$ cat src/rtl/ukh_pkg.sv
package ukh_pkg;

    localparam int MAX_FIELD_DEF = 1024;

    localparam int BYTE_W   = 8;
    localparam int STATUS_W = 2;
    localparam int SHARD_W  = 15;
    localparam int LEN_W    = 11;
    localparam int COUNT_W  = 16;
    localparam int CFG_ADDR_W = 1;
    localparam int CFG_DATA_W = 16;
    localparam int S_DATA_W = 8;
    localparam int M_DATA_W = 40;

    localparam logic [31:0] CRC_INIT = 32'hFFFF_FFFF;
    localparam logic [31:0] CRC_POLY = 32'hEDB8_8320;
    localparam int HASH_SHIFT = 16;
    localparam logic [COUNT_W-1:0] DIGIT_LIMIT = 16'd10000;
    localparam int DIV_STEPS = SHARD_W;
    localparam int STEP_W = $clog2(DIV_STEPS);

    localparam logic [BYTE_W-1:0] CH_SLASH = 8'h2F;
    localparam logic [BYTE_W-1:0] CH_QUERY = 8'h3F;
    localparam logic [BYTE_W-1:0] CH_NUL   = 8'h00;

    localparam logic [CFG_ADDR_W-1:0] REG_REWRITE_ENABLE = 1'b0;
    localparam logic [CFG_ADDR_W-1:0] REG_SHARD_COUNT    = 1'b1;

    typedef enum logic [STATUS_W-1:0] {
        STATUS_REWRITTEN = 2'd0,
        STATUS_DECLINED  = 2'd1,
        STATUS_ERROR     = 2'd2
    } status_t;

    typedef struct packed {
        logic take_byte;
        logic finish_uri;
        logic div_step;
        logic load_result;
    } ukh_cmd_t;

    typedef struct packed {
        logic div_last;
    } ukh_stat_t;

    function automatic logic [31:0] crc_byte(input logic [31:0] crc,
                                             input logic [BYTE_W-1:0] b);
        logic [31:0] c;
        c = crc ^ {24'd0, b};
        for (int i = 0; i < 8; i++) begin
            if (c[0]) begin
                c = (c >> 1) ^ CRC_POLY;
            end else begin
                c = c >> 1;
            end
        end
        return c;
    endfunction

endpackage

$ cat src/rtl/ukh_ctrl.sv
module ukh_ctrl (
    input  logic              aclk,
    input  logic              aresetn,
    input  logic              s_tvalid,
    input  logic              s_tlast,
    output logic              s_tready,
    output logic              m_tvalid,
    input  logic              m_tready,
    output ukh_pkg::ukh_cmd_t cmd,
    input  ukh_pkg::ukh_stat_t stat
);

    typedef enum logic [1:0] {
        ST_PARSE,
        ST_DIV,
        ST_HOLD
    } state_t;

    state_t state_reg, state_next;
    logic   out_valid_reg, out_valid_next;
    logic   accept;
    logic   out_free;

    assign s_tready = (state_reg == ST_PARSE);
    assign m_tvalid = out_valid_reg;
    assign accept   = s_tvalid && s_tready;
    assign out_free = !out_valid_reg || m_tready;

    always_comb begin
        state_next      = state_reg;
        out_valid_next  = out_valid_reg && !m_tready;
        cmd.take_byte   = accept;
        cmd.finish_uri  = accept && s_tlast;
        cmd.div_step    = 1'b0;
        cmd.load_result = 1'b0;
        case (state_reg)
            ST_PARSE: begin
                if (accept && s_tlast) begin
                    state_next = ST_DIV;
                end
            end
            ST_DIV: begin
                cmd.div_step = 1'b1;
                if (stat.div_last) begin
                    state_next = ST_HOLD;
                end
            end
            ST_HOLD: begin
                // wait for the result slot to drain
                if (out_free) begin
                    cmd.load_result = 1'b1;
                    out_valid_next  = 1'b1;
                    state_next      = ST_PARSE;
                end
            end
            default: begin
                state_next = ST_PARSE;
            end
        endcase
    end

    always_ff @(posedge aclk) begin
        if (!aresetn) begin
            state_reg     <= ST_PARSE;
            out_valid_reg <= 1'b0;
        end else begin
            state_reg     <= state_next;
            out_valid_reg <= out_valid_next;
        end
    end

`ifndef SYNTHESIS
    a_finish_starts_div: assert property (@(posedge aclk) disable iff (!aresetn)
        cmd.finish_uri |=> state_reg == ST_DIV)
        else $error("last request did not start the divider");
    a_div_ends_hold: assert property (@(posedge aclk) disable iff (!aresetn)
        (state_reg == ST_DIV && stat.div_last) |=> state_reg == ST_HOLD)
        else $error("divider end did not reach hold");
    a_load_shows_valid: assert property (@(posedge aclk) disable iff (!aresetn)
        cmd.load_result |=> m_tvalid)
        else $error("loaded result not presented");
    a_no_overwrite: assert property (@(posedge aclk) disable iff (!aresetn)
        cmd.load_result |-> (!out_valid_reg || m_tready))
        else $error("result overwritten before taken");
`endif

endmodule

$ cat src/rtl/ukh_datapath.sv
module ukh_datapath #(
    parameter int MAX_FIELD = ukh_pkg::MAX_FIELD_DEF
) (
    input  logic                              aclk,
    input  logic                              aresetn,
    input  logic                              cfg_wr_en,
    input  logic [ukh_pkg::CFG_ADDR_W-1:0]    cfg_addr,
    input  logic [ukh_pkg::CFG_DATA_W-1:0]    cfg_wdata,
    input  logic [ukh_pkg::BYTE_W-1:0]        uri_byte,
    input  ukh_pkg::ukh_cmd_t                 cmd,
    output ukh_pkg::ukh_stat_t                stat,
    output logic [ukh_pkg::STATUS_W-1:0]      status,
    output logic [ukh_pkg::SHARD_W-1:0]       shard_index,
    output logic [ukh_pkg::LEN_W-1:0]         key_length,
    output logic [ukh_pkg::LEN_W-1:0]         db_length
);

    localparam int CNT_W = $clog2(MAX_FIELD + 1);
    localparam logic [CNT_W-1:0] FIELD_MAX = CNT_W'(MAX_FIELD);

    typedef enum logic [2:0] {
        PH_SLASH,
        PH_DB,
        PH_KEY0,
        PH_KEY,
        PH_REST,
        PH_BAD
    } phase_t;

    logic                            enable_reg;
    logic [ukh_pkg::COUNT_W-1:0]     shard_count_reg;

    phase_t             phase_reg, phase_next;
    logic [31:0]        crc_reg, crc_next;
    logic [CNT_W-1:0]   db_cnt_reg, db_cnt_next;
    logic [CNT_W-1:0]   key_cnt_reg, key_cnt_next;
    logic               ended_reg, ended_next;
    logic [CNT_W-1:0]   key_inc;
    logic               hashable;

    logic [ukh_pkg::SHARD_W-1:0]  hash_reg;
    logic [ukh_pkg::COUNT_W-1:0]  divisor_reg;
    logic [ukh_pkg::COUNT_W-1:0]  rem_reg, rem_next;
    logic [ukh_pkg::STEP_W-1:0]   step_reg;
    logic                         decline_reg;
    logic [ukh_pkg::LEN_W-1:0]    klen_reg;
    logic [ukh_pkg::LEN_W-1:0]    dlen_reg;
    logic [ukh_pkg::COUNT_W:0]    trial;

    logic [ukh_pkg::STATUS_W-1:0] status_reg;
    logic [ukh_pkg::SHARD_W-1:0]  shard_reg;
    logic [ukh_pkg::LEN_W-1:0]    klen_out_reg;
    logic [ukh_pkg::LEN_W-1:0]    dlen_out_reg;

    always_ff @(posedge aclk) begin
        if (!aresetn) begin
            enable_reg      <= 1'b0;
            shard_count_reg <= ukh_pkg::COUNT_W'(1);
        end else if (cfg_wr_en) begin
            case (cfg_addr)
                ukh_pkg::REG_REWRITE_ENABLE: enable_reg      <= cfg_wdata[0];
                ukh_pkg::REG_SHARD_COUNT:    shard_count_reg <= cfg_wdata;
                default: ;
            endcase
        end
    end

    assign key_inc = key_cnt_reg + CNT_W'(1);

    always_comb begin
        phase_next   = phase_reg;
        crc_next     = crc_reg;
        db_cnt_next  = db_cnt_reg;
        key_cnt_next = key_cnt_reg;
        ended_next   = ended_reg;
        if (!ended_reg) begin
            if (uri_byte == ukh_pkg::CH_NUL) begin
                ended_next = 1'b1;
            end else begin
                case (phase_reg)
                    PH_SLASH: begin
                        phase_next = (uri_byte == ukh_pkg::CH_SLASH) ? PH_DB : PH_BAD;
                    end
                    PH_DB: begin
                        if (uri_byte == ukh_pkg::CH_SLASH) begin
                            phase_next = (db_cnt_reg != '0) ? PH_KEY0 : PH_BAD;
                        end else if (db_cnt_reg < FIELD_MAX) begin
                            db_cnt_next = db_cnt_reg + CNT_W'(1);
                        end else begin
                            phase_next = PH_BAD;
                        end
                    end
                    PH_KEY0, PH_KEY: begin
                        if (uri_byte == ukh_pkg::CH_QUERY || uri_byte == ukh_pkg::CH_SLASH) begin
                            phase_next = (key_cnt_reg != '0) ? PH_REST : PH_BAD;
                        end else begin
                            crc_next     = ukh_pkg::crc_byte(crc_reg, uri_byte);
                            key_cnt_next = key_inc;
                            // stop hashing once the key reaches its size limit
                            phase_next   = (key_inc >= FIELD_MAX) ? PH_REST : PH_KEY;
                        end
                    end
                    default: ;
                endcase
            end
        end
    end

    assign hashable = enable_reg && (phase_next == PH_KEY || phase_next == PH_REST)
                      && (key_cnt_next != '0);

    always_ff @(posedge aclk) begin
        if (!aresetn) begin
            phase_reg   <= PH_SLASH;
            crc_reg     <= ukh_pkg::CRC_INIT;
            db_cnt_reg  <= '0;
            key_cnt_reg <= '0;
            ended_reg   <= 1'b0;
        end else if (cmd.finish_uri) begin
            phase_reg   <= PH_SLASH;
            crc_reg     <= ukh_pkg::CRC_INIT;
            db_cnt_reg  <= '0;
            key_cnt_reg <= '0;
            ended_reg   <= 1'b0;
        end else if (cmd.take_byte) begin
            phase_reg   <= phase_next;
            crc_reg     <= crc_next;
            db_cnt_reg  <= db_cnt_next;
            key_cnt_reg <= key_cnt_next;
            ended_reg   <= ended_next;
        end
    end

    // one restoring division step per cycle, hash bits MSB first
    assign trial = {rem_reg, hash_reg[ukh_pkg::SHARD_W-1]};

    always_comb begin
        if (trial >= {1'b0, divisor_reg}) begin
            rem_next = ukh_pkg::COUNT_W'(trial - {1'b0, divisor_reg});
        end else begin
            rem_next = trial[ukh_pkg::COUNT_W-1:0];
        end
    end

    assign stat.div_last = (step_reg == ukh_pkg::STEP_W'(ukh_pkg::DIV_STEPS - 1));

    always_ff @(posedge aclk) begin
        if (cmd.finish_uri) begin
            hash_reg    <= ukh_pkg::SHARD_W'(~crc_next >> ukh_pkg::HASH_SHIFT);
            divisor_reg <= (shard_count_reg == '0) ? ukh_pkg::COUNT_W'(1) : shard_count_reg;
            rem_reg     <= '0;
            step_reg    <= '0;
            decline_reg <= !hashable;
            klen_reg    <= enable_reg ? ukh_pkg::LEN_W'(key_cnt_next) : '0;
            dlen_reg    <= enable_reg ? ukh_pkg::LEN_W'(db_cnt_next) : '0;
        end else if (cmd.div_step) begin
            hash_reg <= hash_reg << 1;
            rem_reg  <= rem_next;
            step_reg <= step_reg + ukh_pkg::STEP_W'(1);
        end
    end

    always_ff @(posedge aclk) begin
        if (cmd.load_result) begin
            if (decline_reg) begin
                status_reg <= ukh_pkg::STATUS_DECLINED;
                shard_reg  <= '0;
            end else begin
                status_reg <= (rem_reg >= ukh_pkg::DIGIT_LIMIT) ? ukh_pkg::STATUS_ERROR
                                                                : ukh_pkg::STATUS_REWRITTEN;
                shard_reg  <= rem_reg[ukh_pkg::SHARD_W-1:0];
            end
            klen_out_reg <= klen_reg;
            dlen_out_reg <= dlen_reg;
        end
    end

    assign status      = status_reg;
    assign shard_index = shard_reg;
    assign key_length  = klen_out_reg;
    assign db_length   = dlen_out_reg;

`ifndef SYNTHESIS
    a_rem_below_divisor: assert property (@(posedge aclk) disable iff (!aresetn)
        cmd.div_step |-> (rem_reg < divisor_reg))
        else $error("division remainder out of range");
    a_divisor_nonzero: assert property (@(posedge aclk) disable iff (!aresetn)
        cmd.div_step |-> (divisor_reg != '0))
        else $error("zero divisor in divider");
`endif

endmodule

$ cat src/rtl/uri_key_shard_hash.sv
// Shard selection for request URIs of the form /db/key[rest].
// Input stream: one URI byte per request on s_tdata, s_tlast on the final
// byte. A zero byte ends the string; later bytes up to s_tlast are ignored.
// Result stream: one result per URI, produced after the s_tlast byte:
// status, shard_index = ((crc32(key) >> 16) & 0x7fff) mod shard_count,
// and the key and database byte counts.
// Throughput: one byte per cycle while a URI is being parsed. After the
// last byte the input stalls while the bit-serial shard remainder unit
// runs and until the result is loaded into the output register, which
// waits for that register to be free.
// The output register decouples the sides: bytes of the next URI are
// taken while a result waits; only its final result waits for m_tready.
// Configuration: cfg_wr_en/cfg_addr/cfg_wdata, index 0 rewrite_enable,
// index 1 shard_count; write only while idle.
// Reset (aresetn low, synchronous) clears the parser, drops any pending
// result and sets rewrite_enable = 0, shard_count = 1.
module uri_key_shard_hash #(
    parameter int MAX_FIELD = ukh_pkg::MAX_FIELD_DEF
) (
    input  logic                           aclk,
    input  logic                           aresetn,
    input  logic                           cfg_wr_en,
    input  logic [ukh_pkg::CFG_ADDR_W-1:0] cfg_addr,
    input  logic [ukh_pkg::CFG_DATA_W-1:0] cfg_wdata,
    input  logic                           s_tvalid,
    output logic                           s_tready,
    input  logic [ukh_pkg::S_DATA_W-1:0]   s_tdata,   // [7:0] uri_byte
    input  logic                           s_tlast,   // last_byte
    output logic                           m_tvalid,
    input  logic                           m_tready,
    // [1:0] status, [16:2] shard_index, [27:17] key_length,
    // [38:28] db_length, [39] zero
    output logic [ukh_pkg::M_DATA_W-1:0]   m_tdata
);

    ukh_pkg::ukh_cmd_t            cmd;
    ukh_pkg::ukh_stat_t           stat;
    logic [ukh_pkg::STATUS_W-1:0] status;
    logic [ukh_pkg::SHARD_W-1:0]  shard_index;
    logic [ukh_pkg::LEN_W-1:0]    key_length;
    logic [ukh_pkg::LEN_W-1:0]    db_length;

    ukh_ctrl u_ctrl (
        .aclk     (aclk),
        .aresetn  (aresetn),
        .s_tvalid (s_tvalid),
        .s_tlast  (s_tlast),
        .s_tready (s_tready),
        .m_tvalid (m_tvalid),
        .m_tready (m_tready),
        .cmd      (cmd),
        .stat     (stat)
    );

    ukh_datapath #(
        .MAX_FIELD (MAX_FIELD)
    ) u_datapath (
        .aclk        (aclk),
        .aresetn     (aresetn),
        .cfg_wr_en   (cfg_wr_en),
        .cfg_addr    (cfg_addr),
        .cfg_wdata   (cfg_wdata),
        .uri_byte    (s_tdata),
        .cmd         (cmd),
        .stat        (stat),
        .status      (status),
        .shard_index (shard_index),
        .key_length  (key_length),
        .db_length   (db_length)
    );

    assign m_tdata = {1'b0, db_length, key_length, shard_index, status};

endmodule

$ cat config.mk
export PLATFORM = sky130hd
export DESIGN_NAME = uri_key_shard_hash
export DESIGN_NICKNAME = d
export VERILOG_FILES = /design/src/rtl/ukh_pkg.sv /design/src/rtl/ukh_ctrl.sv /design/src/rtl/ukh_datapath.sv /design/src/rtl/uri_key_shard_hash.sv
export SDC_FILE = /design/constraint.sdc
export NUM_CORES = 1
export LEC_CHECK = 0
export BUFFER_PORTS_ARGS = -buffer_cell sky130_fd_sc_hd__clkbuf_2
export CORE_MARGIN = 2
export CORE_UTILIZATION = 50
export DETAILED_ROUTE_END_ITERATION = 16
export PLACE_DENSITY_LB_ADDON = 0.05
export SETUP_SLACK_MARGIN = 0.3
export SYNTH_ARGS = -nofsm -noshare
export SYNTH_HDL_FRONTEND = slang
export SYNTH_SLANG_ARGS = --single-unit
$ cat constraint.sdc
create_clock -name aclk -period 3.3 [get_ports aclk]
set_input_delay 0.66 -clock aclk [delete_from_list [all_inputs] [get_ports aclk]]
set_output_delay 0.66 -clock aclk [all_outputs]
set_load 0.05 [all_outputs]
# == Word level (Yosys, flattened, before mapping) ==
# Index checks and enable logic that the tools add are counted.
# word_totals
reg_bits,191
output_inout_bits,42
input_bits,31
wordCells,151
# op_classes
n_addsub,4
bitwise,12
n_mux,74
reduce_logical,24
order_cmp,4
n_eq_ne,13
# ops
cell,count
$mux 32,40
$not 13->14,8
$mux 11,9
$reduce_bool 11->1,3
$xor 32x8->32,1
$not 31->31,1
$mux 15,2
$mux 3,8
$add 11x1->11 const B,2
$ge 17x16->1,1
$eq 8x6->1 const B,2
$ge 16x14->1 const B,1
$logic_not 16->1,1
$mux 16,1
$sub 16x16->16,1
$ge 11x11->1 const B,1
$lt 11x11->1 const B,1
$eq 3x2->1 const B,3
$pmux 3 s3,1
$logic_not 8->1,1
$mux 1,8
$mux 2,4
$pmux 2 s3,1
$logic_and 1x1->1,5
other kinds (17),25

# == Depth between registers and ports, before layout ==
# logic_depth
ltp_word,51
mapped_depth,11
depth_no_buf,10

# == Hierarchy ==
# From an unflattened synthesis, not the netlist that was laid out.
# hier_totals
cells_unflattened,976
area_unflattened_um2,9661.8
# by_module_without_submodules
mod,area_each_um2,seq_area_each_um2,cells_each,n_inst
ukh_datapath,9476.6,4694.5,955,1
ukh_ctrl,173.9,60.1,19,1
uri_key_shard_hash,11.3,0.0,2,1

# == Worst setup path before layout ==
# OpenSTA, ideal clock, no wires.
# synth_timing
kind,reg-to-reg
start,register u_ctrl.state_reg[0]
end,register u_datapath.rem_reg[8] (netlist bit)
setup_time_ps,122
slack_ps,-49
stages_incl_launch_ff,9
required_time_ps,3178
period_less_slack_ps,3349
n_path_buf,0
arrival_time_ps,3227
path_cell_list,dfxtp_1 > nor2_1 > and2_1 > nand2_1 > inv_1 > nor2_1 > inv_1 > nor2_1 > a221o_1
# synth_rtl
item,line,source
start: declaration,ukh_ctrl.sv:19,"state_t state_reg, state_next;"
start signal: assignment,ukh_ctrl.sv:67,state_reg <= state_next;
end signal: assignment,ukh_datapath.sv:158,rem_reg <= rem_next;
end: declaration,ukh_datapath.sv:43,"logic [ukh_pkg::COUNT_W-1:0] rem_reg, rem_next;"

# == Worst setup path after layout ==
# layout_timing
start,register u_datapath.rem_reg[5] (netlist bit)
end,register u_datapath.rem_reg[11] (netlist bit)
# layout_between
elab_chain_cells,2
word_cells_on_any_way,3
cone_classes,add/sub: 1; order compare: 1; mux: 1
# layout_rtl
item,line,source
$sub 16x16->16 or $ge 17x16->1 (tied branches),"ukh_datapath.sv:139, ukh_datapath.sv:138",
$mux 16 *,ukh_datapath.sv:138,"if (trial >= {1'b0, divisor_reg}) begin"
# Every way passes the cells marked *; elsewhere a longest branch is shown, timed or not.
# A chain may end at the register's enable or synchronous reset.

==> results_tabular.tex <==
\begin{tabular}{lr}
\hline
Metric & Value \\
\hline
\multicolumn{2}{l}{\textbf{Die}} \\
\quad Area of the die & 20,000 µm² \\
\quad IO Pins & 73 \\
\quad Die span in x & 141 µm \\
\quad Area inside the core boundary & 18,600 µm² \\
\quad Row cnt & 50 \\
\quad Overall die height & 141 µm \\
\quad Starting density of the core & 50.7\% \\
\multicolumn{2}{l}{\textbf{Synthesis}} \\
\quad Most frequent cells after synthesis & 129 x nand2\_1, 98 x dfxtp\_1, 93 x edfxtp\_1, 70 x xnor2\_1, 64 x nor2\_1 \\
\quad Combinational family with the most area after synthesis & simple AND/OR/NAND/NOR gates \\
\quad Mux cell area share after synthesis & 0.438\% \\
\quad Synth warnings & 0 \\
\quad Most area-consuming cells after synthesis & edfxtp\_1 30\%, dfxtp\_1 21\%, xnor2\_1 6.5\% \\
\quad Post-synthesis area per instance & a little under 10 µm² \\
\quad Synth Cell Area & about 9400 µm² \\
\quad Post-synthesis xor/xnor area fraction & 11.1\% \\
\quad Yosys top cell area share & 29.6\% \\
\quad Dominant synthesized flop cell & dfxtp\_1 \\
\quad Total nets after synthesis & around 1.0k \\
\quad Area share of and/or/nand/nor cells after synthesis & 17.7\% \\
\quad Total of flip-flops plus latches after synthesis & 191 \\
\quad Cell count after synthesis & approximately 950 \\
\quad Sequential area share after synthesis & just over 50\% \\
\quad Share of flip-flops with an asynchronous set or reset after synthesis & 0\% \\
\quad Count of unique library cells instantiated by Yosys & 66 \\
\quad Adder and majority gate portion of the synthesized area & 3.13\% \\
\quad Share of the synthesized area in compound gates (AO/OA/AOI/OAI) & roughly an eighth \\
\quad Largest area contributor in the netlist & edfxtp\_1 \\
\quad Number of enable-type register cells in the synthesized netlist & 93 \\
\quad Dominant cell by count in the synthesized netlist & nand2\_1 \\
\multicolumn{2}{l}{\textbf{GRT}} \\
\quad Initial antenna violation count & 0 \\
\quad Met3 track utilization from global routing & 3.58\% \\
\quad Met1 Track Usage GR & 30.2\% \\
\quad Maximum number of pins on one net before global-route repair & 44 \\
\quad Remaining global-route overflow & 0 \\
\quad Global routing usage on met2 & 30.1\% \\
\quad Overall track demand over capacity in global routing & just over 20\% \\
\quad First-pass GRT wire length & 32,200 µm \\
\quad Most used routing layer & met1 \\
\quad Number of global-route vias before repair & 6,163 \\
\multicolumn{2}{l}{\textbf{STA}} \\
\quad Post-Route Hold Slack & roughly 0.42 ns \\
\quad Relative slew slack & between 40 and 50\% \\
\quad Unrepaired setup endpoints after global routing & false \\
\quad Maximum clock rate & 364 MHz \\
\quad Setup violators final & 0 \\
\quad Transition time at the pin with the least slew margin & 0.823 ns \\
\quad Post-layout min period & approximately 2.7 ns \\
\quad Final sum of negative setup slack & 0 ns \\
\quad Clock tree skew after final layout & 0.0146 ns \\
\quad Number of hold violations in the final report & 0 \\
\quad Count of pins over their slew limit & 0 \\
\quad Fraction of the cycle the final worst path needs & between 80\% and 90\% \\
\multicolumn{2}{l}{\textbf{Critical path}} \\
\quad Cells traversed along the worst timing path & ha\_1 -> nand3\_1 -> a211oi\_1 -> o21ai\_0 -> a21oi\_2 -> a2111oi\_4 -> buf\_4 -> o21a\_2 -> a221o\_1 \\
\quad Worst-case register-to-register setup slack & 0.55 ns \\
\quad Required arrival time at the worst endpoint & 3.61 ns \\
\quad Largest incremental delay on the critical path & around 0.45 ns \\
\quad Sort of element at the end of the critical path & register \\
\quad Critical Path Start Type & register \\
\quad Arr. time, crit path & around 3.1 ns \\
\quad Kind of critical path & reg -> reg \\
\quad Cell with the largest stage delay on the worst path & ha\_1 \\
\quad Largest fanout on the critical path & 10 \\
\multicolumn{2}{l}{\textbf{Placed design}} \\
\quad Total placed cells including tap cells & approximately 1.2k \\
\quad Quantity of I/O buffers inserted on ports & 71 \\
\quad Half-perimeter wire length after placement & between 10,000 and 15,000 µm \\
\quad Final estimated routing congestion in global placement & 0.896 \\
\multicolumn{2}{l}{\textbf{Route}} \\
\quad Residual antenna-violating net count after detailed routing & 0 \\
\quad Via density & $\sim$5.4 \\
\quad DRC violation count after routing & 0 \\
\quad Starting DRT DRC Count & around 470 \\
\quad DRT Wirelength & roughly 19,000 µm \\
\quad Overall via count from detail\_route & 6,718 \\
\quad Number of optimization iterations in the first detailed-route pass & 7 \\
\quad Detailed-route wire length per cell & 15.6 µm \\
\multicolumn{2}{l}{\textbf{Cells and area}} \\
\quad Count of placed standard cells in the final layout, fillers left out & 1,248 \\
\quad Fin util & 57.3\% \\
\quad Nets@finish & $\sim$1.1k \\
\quad Share of layout cells above drive strength 1 & 14.5\% \\
\quad Number of antenna diodes & 0 \\
\quad Layout fillers & 1,664 \\
\quad Signed area change from the synthesized netlist to the final layout & 13.0\% \\
\multicolumn{2}{l}{\textbf{Clocking}} \\
\quad Clock tree from TritonCTS & yes \\
\quad Number of clock sinks & 191 \\
\quad Htree depth & 4 \\
\quad Clock insertion delay at the later pin of the skew report & 0.43 ns \\
\quad Number of buffers created by CTS & 17 \\
\quad Maximum clock path buffer count & 2 \\
\quad Number of setup buffers added after CTS & 0 \\
\quad Clock input transition at the sequential cells of the worst setup and hold paths & 0.07 ns \\
\quad Clock Tree Root & clkbuf\_16 \\
\multicolumn{2}{l}{\textbf{Power}} \\
\quad P\_leak & 4.17 nW \\
\quad Power Internal & 4.43 mW \\
\quad Largest voltage drop on the vdd net & between 0.0003 and 0.0004 V \\
\quad Clock group share of total power & 34.4\% \\
\quad Proportion of total power due to net switching & just under 30\% \\
\quad Share of power burned in registers & 44.0\% \\
\quad Part of the total power dissipated in combinational logic & 21.6\% \\
\quad Power density of the placed cells & 592 nW/µm² \\
\quad Sw power & 1.87 mW \\
\multicolumn{2}{l}{\textbf{Min path}} \\
\quad Worst hold path class & reg -> reg \\
\multicolumn{2}{l}{\textbf{Run status}} \\
\quad Result of the run & complete, no violations \\
\multicolumn{2}{l}{\textbf{Job}} \\
\quad Reported max-cap violation count & 0 \\
\hline
\end{tabular}
## cells by family after synthesis
family	count (synthesis)
buffers and inverters	96
DFF	191
AOI/OAI and AO/OA	177
xor gates and xnor gates	117
muxes	4
and+or+nand+nor	338
adders and majority gates	23
other	1
## critical path: cells and delay by family (launching register included)
kind	cells	cell delay [ns]
flops	1	0.36
simple gates	1	0.13
compound gates	6	1.50
fa+ha+maj	1	0.45
buf+inv	1	0.20
## worst paths after layout
| kind | cells after the start | start | end |
|---|---|---|---|
| setup / recovery | 9 | u_datapath.rem_reg[5] | u_datapath.rem_reg[11] |
| hold / removal | 0 | u_datapath.klen_reg[8] | u_datapath.key_length[8] |
| setup reg to reg | 9 | u_datapath.rem_reg[5] | u_datapath.rem_reg[11] |
| hold reg to reg | 0 | u_datapath.klen_reg[8] | u_datapath.key_length[8] |
## layer usage
metal | part of all wire [%] | up-vias | routed length [µm]
li1 | - | 3418 | -
met1 | 51 | 3151 | 9850
met2 | 44 | 129 | 8560
met3 | 3.8 | 20 | 738
met4 | 1.5 | 0 | 295
met5 | 0 | - | 0
## cell usage in the layout, fill, tap and decap left out, types with 4 or more instances in the layout
cell type	synthesis	final
a211oi_1	6	6
a21boi_0	21	21
a21o_1	4	4
a21oi_1	39	38
a221o_1	10	10
and2_1	25	25
and3_1	9	9
buf_4	2	20
clkbuf_16	0	17
clkbuf_2	0	71
dfxtp_1	98	98
edfxtp_1	93	93
ha_1	22	22
inv_1	39	38
inv_6	0	5
nand2_1	129	128
nand2b_1	10	10
nand3_1	15	15
nand4_1	11	11
nor2_1	64	64
nor2b_1	18	17
nor3_1	17	17
nor4_1	11	11
o211ai_1	31	31
o21ai_0	33	33
o221ai_1	6	6
or3_1	9	9
xnor2_1	70	70
xor2_1	44	44
## per-stage QoR
step,total power [mW],cell area (µm²),setup WS (ns)
after floorplan,3.83,9430,0.305
after global placement,4.16,10000,0.332
after detailed placement,4.17,10000,0.326
after CTS,6.33,10600,0.435
after global routing,6.63,10600,0.349
final,6.30,10600,0.550
## layout make-up
type | instances | area (µm²) | share of cell area, %
clock buffer | 17 | 425 | 4.00
sequential | 191 | 4750 | 44.7
clock inverter | 15 | 199 | 1.87
timing repair buffer | 92 | 526 | 4.94
multi-input combinational | 660 | 4300 | 40.4
inverter | 39 | 150 | 1.41
tap | 234 | 293 | 2.75
## timing repair
item / in CTS / in global routing
setup endpoints to repair: 0 / 9
resized for setup: 0 / 2
hold buffers: 0 / 0
## power groups by stage
stage | sequential (mW) | combinational [mW] | clock (mW)
2_1_floorplan | 2.77 | 1.06 | 0
3_3_place_gp | 2.82 | 1.34 | 0
3_5_place_dp | 2.82 | 1.34 | 0
4_1_cts | 2.77 | 1.35 | 2.21
5_1_grt | 2.79 | 1.52 | 2.31
6_report | 2.77 | 1.36 | 2.17
Power figures use the tool's default switching activity.
